===== src/rtl/ikod_pkg.sv =====
// Shared types, codes and field widths for the ID-keyed ordered deque.
package ikod_pkg;

  localparam int unsigned IKOD_DEPTH = 16;

  localparam int unsigned FUNC_W   = 3;
  localparam int unsigned ID_W     = 64;
  localparam int unsigned HANDLE_W = 32;
  localparam int unsigned STATUS_W = 2;
  localparam int unsigned TOTAL_W  = 5;
  localparam int unsigned ENTRY_W  = ID_W + HANDLE_W;
  localparam int unsigned IN_W     = 96;
  localparam int unsigned OUT_W    = 104;

  typedef enum logic [FUNC_W-1:0] {
    FUNC_PUSH_TAIL = 3'd0,
    FUNC_PUSH_HEAD = 3'd1,
    FUNC_REMOVE    = 3'd2,
    FUNC_POP_HEAD  = 3'd3,
    FUNC_POP_TAIL  = 3'd4,
    FUNC_FIND      = 3'd5,
    FUNC_PEEK_HEAD = 3'd6,
    FUNC_PEEK_TAIL = 3'd7
  } func_e;

  typedef enum logic [STATUS_W-1:0] {
    STATUS_OK    = 2'd0,
    STATUS_EMPTY = 2'd1,
    STATUS_FULL  = 2'd2
  } status_e;

  typedef struct packed {
    logic [ID_W-1:0]     id;
    logic [HANDLE_W-1:0] handle;
  } entry_t;

endpackage


===== src/rtl/id_keyed_ordered_deque.sv =====
// Top level of the ID-keyed ordered deque: sequencer around one entry memory.
//
// The block keeps an ordered list of up to DEPTH entries, each a 64-bit ID and
// a 32-bit handle, in one synchronous memory used as a ring with a head pointer.
// Requests arrive on the slave stream: tuser carries the operation code, tdata
// the ID and handle. Every request produces exactly one transaction on the
// master stream with status, ID, handle and the entry count after the operation.
// One request is worked on at a time; a new one is taken once the result has
// moved into the output register.
// Pushes and any operation on an empty list go from the execute state straight
// to the result; pops and peeks first read one entry from memory. Find and
// remove read one entry per cycle, starting at the head; a find stops at the
// first match, and a miss reads the whole list. A remove that hits then moves
// every entry behind the match one slot toward the head, one per cycle. The
// next request can be taken as soon as the result is valid.
// Reset empties the list at once; no clearing pass is needed. While the
// receiver stalls, the result stays in the output register and the next
// request finishes up to the point of delivery, then waits.
module id_keyed_ordered_deque
  import ikod_pkg::*;
#(
  parameter int unsigned DEPTH = IKOD_DEPTH
) (
  input  logic             clk_i,
  input  logic             rst_ni,
  input  logic             s_axis_tvalid,
  output logic             s_axis_tready,
  input  logic [IN_W-1:0]  s_axis_tdata,   // item_id[63:0], item_handle[95:64]
  input  logic [FUNC_W-1:0] s_axis_tuser,  // func[2:0]
  output logic             m_axis_tvalid,
  input  logic             m_axis_tready,
  output logic [OUT_W-1:0] m_axis_tdata    // status, found_id, found_handle, entry_total, pad
);

  localparam int unsigned AW = $clog2(DEPTH);
  localparam int unsigned CW = $clog2(DEPTH + 1);
  localparam logic [AW:0]   DEPTH_A = (AW+1)'(DEPTH);
  localparam logic [CW-1:0] DEPTH_C = CW'(DEPTH);
  localparam logic [AW-1:0] LAST_A  = AW'(DEPTH - 1);

  typedef enum logic [2:0] {
    S_IDLE,
    S_EXEC,
    S_RDATA,
    S_SCAN,
    S_SHIFT,
    S_DONE
  } state_e;

  function automatic logic [AW-1:0] ring_addr(input logic [AW-1:0] base,
                                              input logic [AW-1:0] off);
    logic [AW:0] sum;
    sum = {1'b0, base} + {1'b0, off};
    if (sum >= DEPTH_A) begin
      sum = sum - DEPTH_A;
    end
    return sum[AW-1:0];
  endfunction

  state_e              state_q, state_d;
  logic [AW-1:0]       head_q, head_d;
  logic [CW-1:0]       cnt_q, cnt_d;
  func_e               func_q, func_d;
  logic [ID_W-1:0]     key_q, key_d;
  logic [HANDLE_W-1:0] hdl_q, hdl_d;
  logic [CW-1:0]       idx_q, idx_d;
  logic                cmp_vld_q, cmp_vld_d;
  logic [CW-1:0]       cmp_idx_q, cmp_idx_d;
  logic [CW-1:0]       pos_q, pos_d;
  status_e             res_status_q, res_status_d;
  entry_t              res_entry_q, res_entry_d;
  logic                m_vld_q, m_vld_d;
  logic [OUT_W-1:0]    m_data_q, m_data_d;

  entry_t              mem [DEPTH];
  entry_t              rd_q;
  logic                mem_we, mem_re;
  logic [AW-1:0]       mem_waddr, mem_raddr;
  entry_t              mem_wdata;

  logic [CW-1:0]       cnt_m1;
  logic [CW-1:0]       pos_p1;
  logic [CW-1:0]       pos_p2;
  logic [AW-1:0]       head_dec;

  assign cnt_m1   = cnt_q - 1'b1;
  assign pos_p1   = pos_q + 1'b1;
  assign pos_p2   = pos_q + CW'(2);
  assign head_dec = (head_q == '0) ? LAST_A : head_q - 1'b1;

  assign s_axis_tready = (state_q == S_IDLE);
  assign m_axis_tvalid = m_vld_q;
  assign m_axis_tdata  = m_data_q;

  always_comb begin
    state_d      = state_q;
    head_d       = head_q;
    cnt_d        = cnt_q;
    func_d       = func_q;
    key_d        = key_q;
    hdl_d        = hdl_q;
    idx_d        = idx_q;
    cmp_vld_d    = 1'b0;
    cmp_idx_d    = cmp_idx_q;
    pos_d        = pos_q;
    res_status_d = res_status_q;
    res_entry_d  = res_entry_q;
    m_vld_d      = m_vld_q & ~m_axis_tready;
    m_data_d     = m_data_q;
    mem_we       = 1'b0;
    mem_re       = 1'b0;
    mem_waddr    = head_q;
    mem_raddr    = head_q;
    mem_wdata    = '{id: key_q, handle: hdl_q};

    case (state_q)
      S_IDLE: begin
        if (s_axis_tvalid) begin
          func_d  = func_e'(s_axis_tuser);
          key_d   = s_axis_tdata[ID_W-1:0];
          hdl_d   = s_axis_tdata[ENTRY_W-1:ID_W];
          state_d = S_EXEC;
        end
      end

      S_EXEC: begin
        res_status_d = STATUS_OK;
        res_entry_d  = '0;
        case (func_q)
          FUNC_PUSH_TAIL, FUNC_PUSH_HEAD: begin
            state_d = S_DONE;
            if (cnt_q == DEPTH_C) begin
              res_status_d = STATUS_FULL;
            end else begin
              mem_we = 1'b1;
              cnt_d  = cnt_q + 1'b1;
              if (func_q == FUNC_PUSH_TAIL) begin
                mem_waddr = ring_addr(head_q, cnt_q[AW-1:0]);
              end else begin
                mem_waddr = head_dec;
                head_d    = head_dec;
              end
            end
          end
          FUNC_REMOVE, FUNC_FIND: begin
            if (cnt_q == '0) begin
              res_status_d = STATUS_EMPTY;
              state_d      = S_DONE;
            end else begin
              idx_d   = '0;
              state_d = S_SCAN;
            end
          end
          default: begin
            if (cnt_q == '0) begin
              res_status_d = STATUS_EMPTY;
              state_d      = S_DONE;
            end else begin
              mem_re = 1'b1;
              if (func_q == FUNC_POP_TAIL || func_q == FUNC_PEEK_TAIL) begin
                mem_raddr = ring_addr(head_q, cnt_m1[AW-1:0]);
              end
              state_d = S_RDATA;
            end
          end
        endcase
      end

      S_RDATA: begin
        res_entry_d = rd_q;
        state_d     = S_DONE;
        if (func_q == FUNC_POP_HEAD) begin
          head_d = ring_addr(head_q, AW'(1));
          cnt_d  = cnt_m1;
        end else if (func_q == FUNC_POP_TAIL) begin
          cnt_d = cnt_m1;
        end
      end

      S_SCAN: begin
        if (idx_q < cnt_q) begin
          mem_re    = 1'b1;
          mem_raddr = ring_addr(head_q, idx_q[AW-1:0]);
          idx_d     = idx_q + 1'b1;
          cmp_vld_d = 1'b1;
          cmp_idx_d = idx_q;
        end
        if (cmp_vld_q) begin
          if (rd_q.id == key_q) begin
            cmp_vld_d   = 1'b0;
            res_entry_d = rd_q;
            if (func_q == FUNC_FIND) begin
              state_d = S_DONE;
            end else if (cmp_idx_q == cnt_m1) begin
              cnt_d   = cnt_m1;
              state_d = S_DONE;
            end else begin
              pos_d   = cmp_idx_q;
              state_d = S_SHIFT;
            end
          end else if (cmp_idx_q == cnt_m1) begin
            res_status_d = STATUS_EMPTY;
            state_d      = S_DONE;
          end
        end
      end

      S_SHIFT: begin
        mem_we    = 1'b1;
        mem_waddr = ring_addr(head_q, pos_q[AW-1:0]);
        mem_wdata = rd_q;
        pos_d     = pos_p1;
        if (pos_p2 < cnt_q) begin
          mem_re    = 1'b1;
          mem_raddr = ring_addr(head_q, pos_p2[AW-1:0]);
        end
        if (pos_p1 == cnt_m1) begin
          cnt_d   = cnt_m1;
          state_d = S_DONE;
        end
      end

      S_DONE: begin
        if (!m_vld_q || m_axis_tready) begin
          m_vld_d  = 1'b1;
          m_data_d = {1'b0, TOTAL_W'(cnt_q), res_entry_q.handle, res_entry_q.id,
                      res_status_q};
          state_d  = S_IDLE;
        end
      end

      default: begin
        state_d = S_IDLE;
      end
    endcase
  end

  always_ff @(posedge clk_i or negedge rst_ni) begin
    if (!rst_ni) begin
      state_q   <= S_IDLE;
      head_q    <= '0;
      cnt_q     <= '0;
      cmp_vld_q <= 1'b0;
      m_vld_q   <= 1'b0;
    end else begin
      state_q   <= state_d;
      head_q    <= head_d;
      cnt_q     <= cnt_d;
      cmp_vld_q <= cmp_vld_d;
      m_vld_q   <= m_vld_d;
    end
  end

  always_ff @(posedge clk_i) begin
    func_q       <= func_d;
    key_q        <= key_d;
    hdl_q        <= hdl_d;
    idx_q        <= idx_d;
    cmp_idx_q    <= cmp_idx_d;
    pos_q        <= pos_d;
    res_status_q <= res_status_d;
    res_entry_q  <= res_entry_d;
    m_data_q     <= m_data_d;
  end

  always_ff @(posedge clk_i) begin
    if (mem_we) begin
      mem[mem_waddr] <= mem_wdata;
    end
    if (mem_re) begin
      rd_q <= mem[mem_raddr];
    end
  end

endmodule


===== config.mk =====
export PLATFORM = sky130hd
export DESIGN_NAME = id_keyed_ordered_deque
export DESIGN_NICKNAME = d
export VERILOG_FILES = /design/src/rtl/ikod_pkg.sv /design/src/rtl/id_keyed_ordered_deque.sv
export SDC_FILE = /design/constraint.sdc
export NUM_CORES = 2
export LEC_CHECK = 0
export BUFFER_PORTS_ARGS = -buffer_cell sky130_fd_sc_hd__buf_2
export CORE_ASPECT_RATIO = 0.9
export CORE_UTILIZATION = 41
export CTS_CLUSTER_SIZE = 28
export DETAILED_ROUTE_END_ITERATION = 7
export PLACE_DENSITY = 0.62
export REMOVE_ABC_BUFFERS = 1
export SLEW_MARGIN = 30
export SYNTH_ARGS = -nofsm -noshare
export SYNTH_HDL_FRONTEND = slang
export SYNTH_SLANG_ARGS = --single-unit

===== constraint.sdc =====
create_clock -name clk_i -period 21.8 [get_ports clk_i]
set_input_delay 3.27 -clock clk_i [delete_from_list [all_inputs] [get_ports clk_i]]
set_output_delay 3.27 -clock clk_i [all_outputs]
set_load 0.01 [all_outputs]

# --- After elaboration in Yosys (flattened, before gate mapping) ---
# Memory sizes are Yosys's and may differ from the RTL's. A register that Yosys moved wholly into a read port is not among the register bits.
# Index checks and enable logic that the tools add are counted.
# W data, S select, Z words.
op_classes:
  bitwise: 2
  addsub: 18
  reduce_logical: 25
  eq_ne: 33
  mux: 79
  order_cmp: 8
ops:
  columns: ["operator", "n"]
  rows:
  - ["$mux W96", 3]
  - ["$pmux W96 S3", 1]
  - ["$mux W5", 16]
  - ["$mux W4", 19]
  - ["$eq A64 B64 Y1", 1]
  - ["$ne A2 B2 Y1 const B", 16]
  - ["$ge A5 B5 Y1 const B", 6]
  - ["$sub A4 B1 Y4 const B", 7]
  - ["$add A4 B4 Y5", 5]
  - ["$mux W3", 8]
  - ["$pmux W5 S2", 2]
  - ["$pmux W5 S4", 1]
  - ["$pmux W3 S6", 1]
  - ["$mux W1", 16]
  - ["$pmux W4 S2", 2]
  - ["$add A5 B1 Y5 const B", 3]
  - ["$eq A3 B3 Y1 const B", 5]
  - ["$reduce_and A5 Y1", 3]
  - ["$eq A3 B2 Y1 const B", 4]
  - ["$pmux W4 S3", 1]
  - ["$eq A5 B5 Y1", 2]
  - ["$lt A5 B5 Y1", 2]
  - ["$mux W2", 5]
  - ["$reduce_and A9 Y1", 1]
  - ["other kinds (25)", 35]
totals:
  ram_bits: 1536
  word_cells: 181
  mem_count: 1
  out_inout_bits: 106
  ff_bits: 329
  input_bits: 103
memory_table:
  columns: ["memory", "depth", "width", "rd", "rd_ports_with_merged_regs", "wr", "line_no", "source"]
  rows:
  - ["mem", 16, 96, 1, 1, 1, "id_keyed_ordered_deque.sv:75", "entry_t mem [DEPTH];"]

# --- Longest topological paths before layout ---
depth:
  depth_word: 8
  mapped_depth: 17
  mapped_depth_nobuf: 12

# --- Worst setup path before layout ---
# OpenSTA, ideal clock, no wires.
synth_path:
  path_type: "register to register"
  from: "register key_q[52]"
  to: "register res_entry_q[0] (netlist name), enable pin"
  setup_time_ns: 0.669
  path_slack_ns: 13.352
  stages_incl_launch_ff: 8
  path_buffers: 0
  t_arrival_ns: 7.779
  t_required_ns: 21.131
  period_less_slack_ns: 8.448
  path_cell_list: "edfxtp_1 xnor2_1 nand4_1 nor4_1 nand4_1 nand2_1 o21ai_0 nor3_1"
synth_between:
  elab_chain_cells: 3
synth_rtl:
  columns: ["item", "line_no", "source"]
  rows:
  - ["start: declaration", "id_keyed_ordered_deque.sv:64", "logic [ID_W-1:0] key_q, key_d;"]
  - ["start signal: assignment", "id_keyed_ordered_deque.sv:256", "key_q <= key_d;"]
  - ["$eq A64 B64 Y1", "id_keyed_ordered_deque.sv:189", "if (rd_q.id == key_q) begin"]
  - ["$ne A2 B2 Y1 (no source line)", null, null]
  - ["$reduce_and A3 Y1 (no source line)", null, null]
  - ["end signal: assignment", "id_keyed_ordered_deque.sv:262", "res_entry_q <= res_entry_d;"]
  - ["end: declaration", "id_keyed_ordered_deque.sv:71", "entry_t res_entry_q, res_entry_d;"]
# Every way passes these cells.
# A chain may end at the register's enable or synchronous reset.

# --- Worst setup path after layout ---
layout_path:
  from: "register state_q[1]"
  to: "register, netlist name rd_q[21]"
layout_between:
  elab_chain_cells: 2
  word_cells_on_any_way: 5
  classes_between: "3 x eq/ne; 2 x mux"
layout_rtl:
  columns: ["item", "line_no", "source"]
  rows:
  - ["start: declaration", "id_keyed_ordered_deque.sv:60", "state_e state_q, state_d;"]
  - ["start signal: assignment", "id_keyed_ordered_deque.sv:246", "state_q <= state_d;"]
  - ["$eq A3 B3 Y1, or another cell as far along", "id_keyed_ordered_deque.sv:116", "case (state_q)"]
  - ["$pmux W4 S3 / $pmux W1 S3 (equally long branches)", "id_keyed_ordered_deque.sv:116", null]
# Parallel ways exist; a longest one is shown, timed or not.

==> tab_implementation.tex <==
\begin{tabular}{lr}
\hline
Metric & Value \\
\hline
\multicolumn{2}{l}{\textbf{CTS}} \\
Number of buffers between clock root and the deepest sink & 3 \\
Cts-stage hold buffer count & 0 \\
CTS tree & done \\
Clk Tree Root Cell & sky130\_fd\_sc\_hd\_\_clkbuf\_16 \\
Total CTS buffers & just under 200 \\
Post-cts sizing count & 0 \\
Worst skew pair latency & 0.84 ns \\
Setup Buffers After CTS & 0 \\
Clk slew on worst S/H paths & around 0.060 ns \\
Number of sinks handled by clock tree synthesis & $\sim$2000 \\
CTS HTree Levels & 4 \\
\multicolumn{2}{l}{\textbf{Synth}} \\
Top cell type's share of synthesized area & 0.7659 \\
Leading cell types by total area after synthesis & sky130\_fd\_sc\_hd\_\_edfxtp\_1, sky130\_fd\_sc\_hd\_\_mux2i\_1, sky130\_fd\_sc\_hd\_\_o22ai\_1 \\
Syn\_area\_per\_cell & between 15 and 20 um2 \\
Number of synthesized register bits & about 2000 \\
Number of distinct library cell variants in the gate-level netlist after synthesis & 65 \\
Gate count after technology mapping & about 4400 \\
Number of warnings printed during yosys synthesis & 0 \\
Number of enable flip-flop cells after synthesis & between 1500 and 2000 \\
Dominant cell by count in the synthesized netlist & sky130\_fd\_sc\_hd\_\_edfxtp\_1 \\
Prevailing post-synth register cell & sky130\_fd\_sc\_hd\_\_edfxtp\_1 \\
Seq/Total Area, Yosys & 0.7705 \\
Proportion of synthesized flip-flops having asynchronous set or reset & 0.007139 \\
Synth Cell Area & between 70000 and 80000 um2 \\
Largest area contributor in the netlist & sky130\_fd\_sc\_hd\_\_edfxtp\_1 \\
Most common library cells after synthesis & sky130\_fd\_sc\_hd\_\_edfxtp\_1, sky130\_fd\_sc\_hd\_\_mux2i\_1, sky130\_fd\_sc\_hd\_\_o22ai\_1 \\
\multicolumn{2}{l}{\textbf{STA}} \\
RSZ-0062 raised after global routing & no \\
Final Hold Fails & 0 \\
Min cycle time layout & 7.109 ns \\
Slew Limit Headroom & 0.2987 \\
Final number of max-transition violations & 0 \\
Setup tns final & 0 ns \\
Final Hold Slack & between 0.3 and 0.4 ns \\
Worst Tran Pin Value & 1.042 ns \\
Final clock skew & approximately 0.070 ns \\
Setup-violating endpoint count in the final report & 0 \\
Achievable Freq & approximately 140 MHz \\
Period utilisation layout & 0.3261 \\
\multicolumn{2}{l}{\textbf{Global route}} \\
Initial antenna violation count & 6 \\
Vias in the first global route & 40475 \\
Leftover overflow at the end of global routing & 0 \\
First-pass GRT wire length & 283300 um \\
Largest net degree at the start of global routing & 97 \\
Total global routing track utilization & 0.2061 \\
\multicolumn{2}{l}{\textbf{Critical path}} \\
Worst Setup Start Kind & flop \\
CP peak stage delay & 0.68 ns \\
Classification of the worst setup path & flop to flop \\
Reg2reg setup slack & roughly 15 ns \\
Max FO, Critical Path & 94 \\
Ordered list of cells on the worst path & nor2\_1 > nand2\_4 > buf\_4 > and3\_1 > mux2i\_4 > buf\_4 > nand3\_4 > buf\_6 > buf\_12 > buf\_16 > buf\_6 > mux2i\_1 > o22ai\_1 > or4\_1 \\
Max stage delay cell, worst path & sky130\_fd\_sc\_hd\_\_buf\_6 \\
CP required & around 22 ns \\
Critical path capture point type & flop \\
CP top delay family & buffers and inverters \\
Buffering stage count on the worst path with inverters included & 6 \\
Signal arrival time at the worst endpoint & 7.65 ns \\
\multicolumn{2}{l}{\textbf{Layout}} \\
Nets@finish & between 4000 and 5000 \\
Layout cells sized above 1 & 0.1324 \\
Area added between synthesis and finish & 13.57\% \\
Number of diodes added for antenna fixing & 0 \\
Fill count & 15361 \\
Post-route insts no fill & roughly 7200 \\
\multicolumn{2}{l}{\textbf{Drt}} \\
Iter 0 DRT Violations & about 4800 \\
DRC violation count after routing & 0 \\
Antenna-violating nets left & 0 \\
Mean routed wirelength per cell & around 27 um \\
Average vias per placed instance & around 5.7 \\
Detailed-route wire length & about 200000 um \\
Vias & around 41000 \\
Number of detailed-routing iterations run before antenna repair & 7 \\
\multicolumn{2}{l}{\textbf{Die}} \\
DIE HEIGHT & approximately 410 um \\
Overall die area & approximately 190000 um2 \\
Floorplan row count & 149 \\
Starting Density & 0.4148 \\
Die Wd & roughly 460 um \\
IO Pins & $\sim$210 \\
Total core area & $\sim$180000 um2 \\
\multicolumn{2}{l}{\textbf{Pwr}} \\
Pwr Density & roughly 170 nW/um2 \\
Maximum resistive drop on vdd & about 0.16 mV \\
Pleak & approximately 30 nW \\
\multicolumn{2}{l}{\textbf{Placement}} \\
Count of buffers from port buffering & about 210 \\
Placer Congestion & between 0.8 and 0.9 \\
Instance count after placement with tap cells included & 6841 \\
HPWL after DPL & $\sim$99000 um \\
\multicolumn{2}{l}{\textbf{Flow run}} \\
Max cap viols & 0 \\
\multicolumn{2}{l}{\textbf{Min path}} \\
Hold Path Class & flop to flop \\
\multicolumn{2}{l}{\textbf{Status}} \\
Run status & complete, no violations \\
\hline
\end{tabular}
[final timing paths]
check                           startpoint               end  depth (start not counted)
setup / recovery                state_q[1]          rd_q[21]                         14
hold / removal             res_entry_q[19]  m_axis_tdata[85]                          0
setup reg to reg                state_q[1]          rd_q[21]                         14
hold reg to reg            res_entry_q[19]  m_axis_tdata[85]                          0
max in group asynchronous           rst_ni     m_axis_tvalid                          1
min in group asynchronous           rst_ni          cnt_q[2]                          1
[routing by layer]
layer	part of all wire	global-route usage	vias to the layer above
met5	0	0	-
met4	0.022	0.05359	0
met3	0.072	0.03083	259
met2	0.46	0.3188	1628
met1	0.45	0.3043	21374
li1	-	-	17981
[cell usage in the layout, fill, tap and decap left out, types with 15 or more instances in the layout]
cell type and n:
sky130_fd_sc_hd__clkbuf_16 199, sky130_fd_sc_hd__and2_1 101, sky130_fd_sc_hd__a221oi_1 42, sky130_fd_sc_hd__ha_1 31
sky130_fd_sc_hd__a2111oi_0 42, sky130_fd_sc_hd__nand4_1 82, sky130_fd_sc_hd__or4_1 77, sky130_fd_sc_hd__edfxtp_1 1947
sky130_fd_sc_hd__nand3_1 15, sky130_fd_sc_hd__nor2_4 18, sky130_fd_sc_hd__clkinv_1 54, sky130_fd_sc_hd__nor2_1 27
sky130_fd_sc_hd__inv_1 20, sky130_fd_sc_hd__or3b_1 20, sky130_fd_sc_hd__o21ai_0 22, sky130_fd_sc_hd__buf_2 207
sky130_fd_sc_hd__o22ai_1 345, sky130_fd_sc_hd__o31ai_1 63, sky130_fd_sc_hd__clkinv_2 25, sky130_fd_sc_hd__nand2_1 318
sky130_fd_sc_hd__buf_4 62, sky130_fd_sc_hd__mux2_2 23, sky130_fd_sc_hd__mux2i_1 690, sky130_fd_sc_hd__a21oi_1 33
sky130_fd_sc_hd__clkbuf_1 40, sky130_fd_sc_hd__xnor2_1 90
[sequential cells by signal, summed over array words and instances (netlist names)]
register / cells
pos_q: 5
mem: 1536
key_q: 64
m_axis_tdata: 103
res_status_q: 2
head_q: 4
cmp_idx_q: 5
cmp_vld_q: 1
res_entry_q: 96
rd_q: 96
func_q: 3
state_q: 3
m_axis_tvalid: 1
cnt_q: 5
hdl_q: 32
idx_q: 5
[through the flow]
stage	setup slack (ns)	util	total power [W]	area (um2)
3_3_place_gp	14.16	0.4356	0.01100	80150
2_1_floorplan	-15.96	-	0.01049	75140
4_1_cts	14.57	0.4705	0.01436	86570
5_1_grt	14.43	0.4711	0.01495	86690
6_report	14.69	0.4711	0.01433	86690
3_5_place_dp	14.57	0.4368	0.01109	80380
[cells by family (layout without fill, tap and decap cells)]
| group | Yosys count | count (layout) | share of synthesized area |
|---|---|---|---|
| DFF | 1961 | 1961 | 0.7705 |
| xor gates and xnor gates | 101 | 101 | 0.01159 |
| AOI/OAI and AO/OA | 587 | 587 | 0.05252 |
| buffers and inverters | 284 | 675 | 0.01664 |
| other | 1 | 1 | 0.00004913 |
| and+or+nand+nor | 712 | 712 | 0.04824 |
| muxes | 714 | 714 | 0.09405 |
| adders and majority gates | 36 | 36 | 0.006393 |
[power breakdown]
part / switching [W] / total, W / internal (W) / leakage (nW)
combinational: 0.00351 / 0.00536 / 0.00184 / 9.17
sequential: 0.000301 / 0.00570 / 0.00540 / 17.9
clock: 0.00143 / 0.00326 / 0.00183 / 2.98
total: 0.00525 / 0.0143 / 0.00908 / 30.1
[cell type report]
class                   instances  area (um2)  area share
flip-flops and latches       1961       58820      0.6785
multi-input cells            2151       16530      0.1907
clock buffers                 239        5130     0.05918
well taps                    2416        3023     0.03487
repair buffers                297        2052     0.02367
clock inverters               119        1065     0.01228
inverters                      20       75.07   0.0008660
Power figures use the tool's default switching activity.
